--- src/hdl/rhsv_pkg.sv ---
// ----------------------------------------------------------------------------
// rhsv_pkg
// Types and constants shared by the RGB to HSV pixel pipeline.
// ----------------------------------------------------------------------------
package rhsv_pkg;

   localparam int CHAN_W  = 8;            // colour channel width
   localparam int HUE_W   = 15;           // hue field width
   localparam int HQUO_W  = 12;           // hue quotient bits, max 3840
   localparam int SQUO_W  = 8;            // saturation quotient bits, max 255
   localparam int HNUM_W  = 20;           // 3840 * 255 fits
   localparam int SNUM_W  = 16;           // 255 * 255 fits
   localparam int SUM_W   = HUE_W + 1;    // signed hue before wrap

   localparam int HUE_SECTOR = 3840;      // 60 degrees in 1/64 degree
   localparam int FULL_SCALE = 255;

   localparam logic [HUE_W-1:0] HUE_RED   = HUE_W'(0);
   localparam logic [HUE_W-1:0] HUE_GREEN = HUE_W'(7680);
   localparam logic [HUE_W-1:0] HUE_BLUE  = HUE_W'(15360);
   localparam logic [HUE_W-1:0] HUE_FULL  = HUE_W'(23040);

   typedef struct packed {
      logic [CHAN_W-1:0] red;
      logic [CHAN_W-1:0] green;
      logic [CHAN_W-1:0] blue;
   } rhsv_req_type;

   typedef struct packed {
      logic [HUE_W-1:0]  hue;
      logic [CHAN_W-1:0] saturation;
      logic [CHAN_W-1:0] brightness;
   } rhsv_rsp_type;

   // after max/min and sector selection
   typedef struct packed {
      logic              grey;
      logic              neg;
      logic [HUE_W-1:0]  base;
      logic [CHAN_W-1:0] hi;
      logic [CHAN_W-1:0] delta;
      logic [CHAN_W-1:0] mag;
   } rhsv_sect_type;

   // carried through the divider stages
   typedef struct packed {
      logic              grey;
      logic              neg;
      logic [HUE_W-1:0]  base;
      logic [CHAN_W-1:0] hi;
      logic [CHAN_W-1:0] delta;
      logic [HNUM_W-1:0] hrem;
      logic [SNUM_W-1:0] srem;
      logic [HQUO_W-1:0] hquo;
      logic [SQUO_W-1:0] squo;
   } rhsv_div_type;

endpackage

--- src/hdl/rhsv_front.sv ---
// ----------------------------------------------------------------------------
// rhsv_front
// Two stages: max/min and sector pick, then the dividend products.
// ----------------------------------------------------------------------------
module rhsv_front (
   input  logic                  clock,
   input  logic                  reset,
   input  logic                  adv,
   input  logic                  in_vld,
   input  rhsv_pkg::rhsv_req_type in_data,
   output logic                  out_vld,
   output rhsv_pkg::rhsv_div_type out_data
);

   logic                    vld1_ff;
   rhsv_pkg::rhsv_sect_type sect_ff, sect_in;
   logic                    vld2_ff;
   rhsv_pkg::rhsv_div_type  div_ff, div_in;

   logic [rhsv_pkg::CHAN_W-1:0] hi, lo;
   logic signed [rhsv_pkg::CHAN_W:0] diff;

   always_comb begin
      hi = (in_data.red > in_data.green) ? in_data.red : in_data.green;
      hi = (hi > in_data.blue) ? hi : in_data.blue;
      lo = (in_data.red < in_data.green) ? in_data.red : in_data.green;
      lo = (lo < in_data.blue) ? lo : in_data.blue;

      // ties go to red, then green
      if (hi == in_data.red) begin
         diff          = signed'({1'b0, in_data.green}) - signed'({1'b0, in_data.blue});
         sect_in.base  = rhsv_pkg::HUE_RED;
      end else if (hi == in_data.green) begin
         diff          = signed'({1'b0, in_data.blue}) - signed'({1'b0, in_data.red});
         sect_in.base  = rhsv_pkg::HUE_GREEN;
      end else begin
         diff          = signed'({1'b0, in_data.red}) - signed'({1'b0, in_data.green});
         sect_in.base  = rhsv_pkg::HUE_BLUE;
      end

      sect_in.hi    = hi;
      sect_in.delta = hi - lo;
      sect_in.grey  = (hi == lo);
      sect_in.neg   = diff[rhsv_pkg::CHAN_W];
      sect_in.mag   = diff[rhsv_pkg::CHAN_W] ? rhsv_pkg::CHAN_W'(-diff)
                                             : rhsv_pkg::CHAN_W'(diff);
   end

   always_comb begin
      div_in.grey  = sect_ff.grey;
      div_in.neg   = sect_ff.neg;
      div_in.base  = sect_ff.base;
      div_in.hi    = sect_ff.hi;
      div_in.delta = sect_ff.delta;
      div_in.hrem  = rhsv_pkg::HNUM_W'(sect_ff.mag)
                   * rhsv_pkg::HNUM_W'(rhsv_pkg::HUE_SECTOR);
      div_in.srem  = rhsv_pkg::SNUM_W'(sect_ff.delta)
                   * rhsv_pkg::SNUM_W'(rhsv_pkg::FULL_SCALE);
      div_in.hquo  = '0;
      div_in.squo  = '0;
   end

   always_ff @(posedge clock) begin
      if (reset) begin
         vld1_ff <= 1'b0;
         vld2_ff <= 1'b0;
      end else if (adv) begin
         vld1_ff <= in_vld;
         vld2_ff <= vld1_ff;
      end
   end

   always_ff @(posedge clock) begin
      if (adv) begin
         sect_ff <= sect_in;
         div_ff  <= div_in;
      end
   end

   assign out_vld  = vld2_ff;
   assign out_data = div_ff;

endmodule

--- src/hdl/rhsv_div_pipe.sv ---
// ----------------------------------------------------------------------------
// rhsv_div_pipe
// Restoring division, a hue bit per stage; saturation in the last SQUO_W.
// ----------------------------------------------------------------------------
module rhsv_div_pipe (
   input  logic                  clock,
   input  logic                  reset,
   input  logic                  adv,
   input  logic                  in_vld,
   input  rhsv_pkg::rhsv_div_type in_data,
   output logic                  out_vld,
   output rhsv_pkg::rhsv_div_type out_data
);

   localparam int STAGES = rhsv_pkg::HQUO_W;

   logic                   vld_ff   [STAGES];
   rhsv_pkg::rhsv_div_type stage_ff [STAGES];
   rhsv_pkg::rhsv_div_type stage_in [STAGES];

   genvar s;
   generate
      for (s = 0; s < STAGES; s++) begin : g_stage
         localparam int K = STAGES - 1 - s;   // quotient bit settled here
         rhsv_pkg::rhsv_div_type cur;
         logic [rhsv_pkg::HNUM_W-1:0] hcmp;

         if (s == 0) begin : g_first
            assign cur = in_data;
         end else begin : g_next
            assign cur = stage_ff[s-1];
         end

         assign hcmp = rhsv_pkg::HNUM_W'(cur.delta) << K;

         if (K < rhsv_pkg::SQUO_W) begin : g_both
            logic [rhsv_pkg::SNUM_W-1:0] scmp;
            assign scmp = rhsv_pkg::SNUM_W'(cur.hi) << K;
            always_comb begin
               stage_in[s] = cur;
               if (cur.hrem >= hcmp) begin
                  stage_in[s].hrem    = cur.hrem - hcmp;
                  stage_in[s].hquo[K] = 1'b1;
               end
               if (cur.srem >= scmp) begin
                  stage_in[s].srem    = cur.srem - scmp;
                  stage_in[s].squo[K] = 1'b1;
               end
            end
         end else begin : g_hue
            always_comb begin
               stage_in[s] = cur;
               if (cur.hrem >= hcmp) begin
                  stage_in[s].hrem    = cur.hrem - hcmp;
                  stage_in[s].hquo[K] = 1'b1;
               end
            end
         end

         always_ff @(posedge clock) begin
            if (reset) begin
               vld_ff[s] <= 1'b0;
            end else if (adv) begin
               vld_ff[s] <= (s == 0) ? in_vld : vld_ff[(s == 0) ? 0 : s-1];
            end
         end

         always_ff @(posedge clock) begin
            if (adv) begin
               stage_ff[s] <= stage_in[s];
            end
         end
      end
   endgenerate

   assign out_vld  = vld_ff[STAGES-1];
   assign out_data = stage_ff[STAGES-1];

endmodule

--- src/hdl/rhsv_back.sv ---
// ----------------------------------------------------------------------------
// rhsv_back
// Applies sign and sector base, wraps hue, and holds the output register.
// ----------------------------------------------------------------------------
module rhsv_back (
   input  logic                  clock,
   input  logic                  reset,
   input  logic                  adv,
   input  logic                  in_vld,
   input  rhsv_pkg::rhsv_div_type in_data,
   output logic                  out_vld,
   output rhsv_pkg::rhsv_rsp_type out_data
);

   logic                   vld_ff;
   rhsv_pkg::rhsv_rsp_type rsp_ff, rsp_in;

   logic signed [rhsv_pkg::SUM_W-1:0] quo, hsum;

   always_comb begin
      quo  = signed'(rhsv_pkg::SUM_W'(in_data.hquo));
      hsum = signed'({1'b0, in_data.base}) + (in_data.neg ? -quo : quo);
      if (hsum < 0) begin
         hsum = hsum + signed'({1'b0, rhsv_pkg::HUE_FULL});
      end

      rsp_in.brightness = in_data.hi;
      if (in_data.grey) begin
         rsp_in.hue        = '0;
         rsp_in.saturation = '0;
      end else begin
         rsp_in.hue        = hsum[rhsv_pkg::HUE_W-1:0];
         rsp_in.saturation = in_data.squo;
      end
   end

   always_ff @(posedge clock) begin
      if (reset) begin
         vld_ff <= 1'b0;
      end else if (adv) begin
         vld_ff <= in_vld;
      end
   end

   always_ff @(posedge clock) begin
      if (adv) begin
         rsp_ff <= rsp_in;
      end
   end

   assign out_vld  = vld_ff;
   assign out_data = rsp_ff;

endmodule

--- src/hdl/rgb_to_hsv_pixel.sv ---
// 15 register stages; each req transfer passes through all of them to rsp_valid.
// Throughput: one pixel per cycle unless stalled; stage registers move as one.
// A stall on rsp_ready freezes the whole pipeline; nothing is lost or repeated.
// Reset (synchronous, active high) clears all stage valid bits; data is unreset.
// ----------------------------------------------------------------------------
// rgb_to_hsv_pixel
// 8-bit RGB pixel to hue (1/64 degree), saturation and value.
// ----------------------------------------------------------------------------
module rgb_to_hsv_pixel (
   input  logic                  clock,
   input  logic                  reset,
   input  logic                  req_valid,
   output logic                  req_ready,
   input  rhsv_pkg::rhsv_req_type req_data,
   output logic                  rsp_valid,
   input  logic                  rsp_ready,
   output rhsv_pkg::rhsv_rsp_type rsp_data
);

   // Pipeline map:
   //   front  : 2 stages - max/min/sector, then dividends 3840*|diff|, 255*delta
   //   divider: 12 stages - hue quotient over delta, saturation over max
   //            (saturation only needs the last 8 steps)
   //   back   : 1 stage  - signed hue plus base, wrap by 360 degrees; output reg

   logic                   adv;
   logic                   front_vld, div_vld;
   rhsv_pkg::rhsv_div_type front_data, div_data;

   // Whole pipe moves together; it only holds while a result waits untaken.
   assign adv       = !rsp_valid || rsp_ready;
   assign req_ready = adv;

   rhsv_front u_front (
      .clock    (clock),
      .reset    (reset),
      .adv      (adv),
      .in_vld   (req_valid),
      .in_data  (req_data),
      .out_vld  (front_vld),
      .out_data (front_data)
   );

   rhsv_div_pipe u_div (
      .clock    (clock),
      .reset    (reset),
      .adv      (adv),
      .in_vld   (front_vld),
      .in_data  (front_data),
      .out_vld  (div_vld),
      .out_data (div_data)
   );

   rhsv_back u_back (
      .clock    (clock),
      .reset    (reset),
      .adv      (adv),
      .in_vld   (div_vld),
      .in_data  (div_data),
      .out_vld  (rsp_valid),
      .out_data (rsp_data)
   );

   // hue always wrapped into one turn
   a_hue_range : assert property (@(posedge clock) disable iff (reset)
      rsp_valid |-> (rsp_data.hue < rhsv_pkg::HUE_FULL))
      else $error("hue out of range");

   // zero saturation only for grey pixels, which carry zero hue
   a_grey_hue : assert property (@(posedge clock) disable iff (reset)
      (rsp_valid && rsp_data.saturation == '0) |-> (rsp_data.hue == '0))
      else $error("grey pixel with non-zero hue");

   // black pixel has no saturation
   a_black : assert property (@(posedge clock) disable iff (reset)
      (rsp_valid && rsp_data.brightness == '0) |-> (rsp_data.saturation == '0))
      else $error("black pixel with saturation");

endmodule
--- config.mk ---
export PLATFORM = sky130hd
export DESIGN_NAME = rgb_to_hsv_pixel
export DESIGN_NICKNAME = d
export VERILOG_FILES = /design/src/hdl/rhsv_pkg.sv /design/src/hdl/rhsv_front.sv /design/src/hdl/rhsv_div_pipe.sv /design/src/hdl/rhsv_back.sv /design/src/hdl/rgb_to_hsv_pixel.sv
export SDC_FILE = /design/constraint.sdc
export NUM_CORES = 2
export LEC_CHECK = 0
export ABC_AREA = 1
export BUFFER_PORTS_ARGS = -buffer_cell sky130_fd_sc_hd__buf_2
export CAP_MARGIN = 20
export CORE_MARGIN = 2
export CORE_UTILIZATION = 57
export CTS_CLUSTER_DIAMETER = 200
export DETAILED_ROUTE_END_ITERATION = 8
export PLACE_DENSITY = 0.86
export SYNTH_ARGS = -nofsm -noshare
export SYNTH_HDL_FRONTEND = slang
export SYNTH_SLANG_ARGS = --single-unit
--- constraint.sdc ---
create_clock -name clock -period 18.9 [get_ports clock]
set_input_delay 1.89 -clock clock [delete_from_list [all_inputs] [get_ports clock]]
set_output_delay 1.89 -clock clock [all_outputs]
set_load 0.005 [all_outputs]
==> flow_summary.toml <==
[clocking]
clockRootBuffer = "clkbuf_16"
cts_resized = 0
ctsHoldBuffers = 0
cts_max_path_buffers = 3
clk_latency_ps = 620
cts_buffers = 80
h-tree-depth = 3
cts_tree = "built"
cts_setup_buffers = 0
clk_pin_slew_worst_paths_ps = 60
cts.sinks = 806

[hold_path]
hold_depth = 0
hold_path_class = "reg -> reg"
min_from = "u_div.stage_ff[2][99]"

[timing]
fin_tns_setup_ps = 0
hold_violations = 0
rsz0062_at_grt = "no"
clock-skew-final_ps = 18.0
fmax_mhz = 148
slew_violations = 0
fin_crit_ps = 6760
finalCritPeriodShare_pct = 35.7
max-slew-margin-rel_pct = 29.1
finalSetupViolations = 0
max_slew.worst_pin.slew_ps = 1060

[critical_path]
cp.arrival_ps = 7130
cp-start-kind = "input port"
cp_slowest_stage_delay_ps = 430
crit_start = "req_data[14]"
crit-reg2reg-launch = "u_front.div_in[59]"
required_ps = 19270
crit_path_end_kind = "flip-flop"
worst-r2r-cell-count = 19
cp_slowest_cell = "nand3_1"
cp_max_fo = 13
crit_path_frequent_cell = "nand2_1"
timing_worst_setup_path_type = "in -> reg"

[synth]
synth-xor-area-share_pct = 4.62
synth_fa_ha_area_share_pct = 11.6
synth_area_per_cell_um2 = 11.7
synth_top_family_by_area = "adder cells"
yosys_warnings = 0
synthTopCellsByArea = "edfxtp_1 61%, ha_1 8.3%, inv_1 5.0%"
syn_inst = 3404
synthesis.nets = 3762
synth-async-reset-ratio_pct = 0
synth_top_area_cell = "edfxtp_1"
synth_edf_count = 803
ys.flop_type = "edfxtp_1"
synth_most_common_cell = "edfxtp_1"
yosys-top-cells-count = "803 x edfxtp_1, 526 x inv_1, 455 x nand2_1"
yosysSeqAreaShare_pct = 60.8
synth_top_area_share_pct = 60.6
synth_compound_area_share_pct = 6.57
synth.area.mux_share_pct = 0.0849
synthSimpleGateAreaFrac_pct = 11.0
syn_area_um2 = 39800
ys_types = 57
ys_ff_latch = 806

[die]
die_w_um = 268
dieHeight_um = 268
num_rows = 96
coreArea_um2 = 68800
dieArea_um2 = 71900
pin_count = 61
initial_core_util_pct = 57.8

[place]
place_congestion = 0.887
dp_hpwl_mm = 49.7
port_buffers = 60
dpl.cell_count = 4376

[cells_and_area]
multi_input_area_um2 = 13500
fillers = 4764
seq_area_um2 = 24200
finalNonFillerCells = 4525
diodes = 0
syn2layout_area_growth_pct = 10.1
drive_gt1_share_pct = 6.73
layout.nets = 3886

[drt]
drt-pass1-iter-count = 6
detail_route.wl_per_cell_um = 15.8
drc = 0
postRouteAntennaNets = 0
drt_iter0_drc = 1849
num_vias = 24241
routed_via_density = 5.36
detail_route.wirelength_mm = 71.4

[run]
drv_cap = 0

[grt]
grt_pass1_wl_mm = 118
grt_overflow = 0
grt_antenna_before_repair = 0
grt_max_degree = 152
grt_use_total_pct = 20.5
grt_pass1_vias = 25052

[outcome]
status = "finished clean"
-- worst paths after layout --
path	slack, ps	endpoint
worst min register to register	400	u_div.stage_ff[2][188]
worst min-delay path	400	u_div.stage_ff[2][188]
worst max register to register	14010	u_front.out_data[35]
worst max-delay path	12140	u_front.sect_ff[2]
-- metrics by stage --
step	instance area, µm²	utilization (%)	hold WS, ps	setup WS [ps]
5_1_grt	43800	63.6	417	11570
2_1_floorplan	39800	-	400	4420
3_3_place_gp	41200	59.9	400	11640
6_report	43800	63.6	404	12140
4_1_cts	43800	63.6	408	12230
3_5_place_dp	41200	59.9	405	11600
-- cells by family after synthesis --
| logic type | Yosys count |
|---|---|
| AOI/OAI and AO/OA | 476 |
| buffers and inverters | 562 |
| xor gates and xnor gates | 210 |
| DFF | 806 |
| muxes | 3 |
| adders and majority gates | 330 |
| and+or+nand+nor | 1017 |
-- worst max-delay path, delay by kind of cell --
kind	cells	cell delay, ps
simple gates	21	3190
fa+ha+maj	3	850
compound gates	1	420
buf+inv	5	600
xor+xnor	1	150
-- registers in the layout, indices dropped and copies added, names as in the netlist --
| register | cells |
|---|---|
| u_back.out_vld | 1 |
| u_back.out_data | 31 |
| u_div.stage_ff | 683 |
| u_front.vld1_ff | 1 |
| u_front.out_data | 48 |
| u_front.div_in | 21 |
| u_front.out_vld | 1 |
| u_front.sect_ff | 8 |
| u_div.vld_ff | 12 |
-- placed cells by master (no fill, tap or decap), drive strengths merged, types with 2 or more instances in the layout --
| master | n |
|---|---|
| buf | 74 |
| a21o | 5 |
| clkinvlp | 4 |
| o211ai | 5 |
| nor4 | 21 |
| a31oi | 9 |
| o21bai | 14 |
| nand3 | 130 |
| fa | 66 |
| nor3 | 46 |
| a221oi | 4 |
| o31ai | 4 |
| nand4 | 20 |
| a211oi | 19 |
| and3 | 2 |
| o21ai | 183 |
| inv | 531 |
| dfxtp | 3 |
| mux2 | 3 |
| or2 | 4 |
| ha | 264 |
| or4 | 3 |
| o22ai | 3 |
| nor2 | 294 |
| o21a | 3 |
| a21oi | 211 |
| a41oi | 5 |
| xor2 | 135 |
| o2111ai | 2 |
| xnor2 | 75 |
| clkbuf | 96 |
| nor3b | 8 |
| clkinv | 41 |
| nand2 | 475 |
| a2111oi | 4 |
| edfxtp | 803 |
| and2 | 5 |
| nand3b | 7 |
| bufinv | 6 |
-- cell type report --
| type | instances | share of cell area [%] |
|---|---|---|
| Tap cell | 931 | 2.66 |
| Multi-Input combinational cell | 2036 | 30.8 |
| Clock buffer | 96 | 4.85 |
| Clock inverter | 52 | 0.980 |
| Timing Repair Buffer | 74 | 1.00 |
| Inverter | 530 | 4.55 |
| Sequential cell | 806 | 55.2 |
-- metal layers --
metal	track usage, %	up-vias	wire length, µm
li1	-	11956	-
met1	21.6	11521	26600
met2	39.7	577	39000
met3	2.68	187	2640
met4	10.2	0	3130
met5	0	-	0
Power is not shown: default switching activity piles up to over one toggle a cycle in this logic, so the estimate is an artifact.
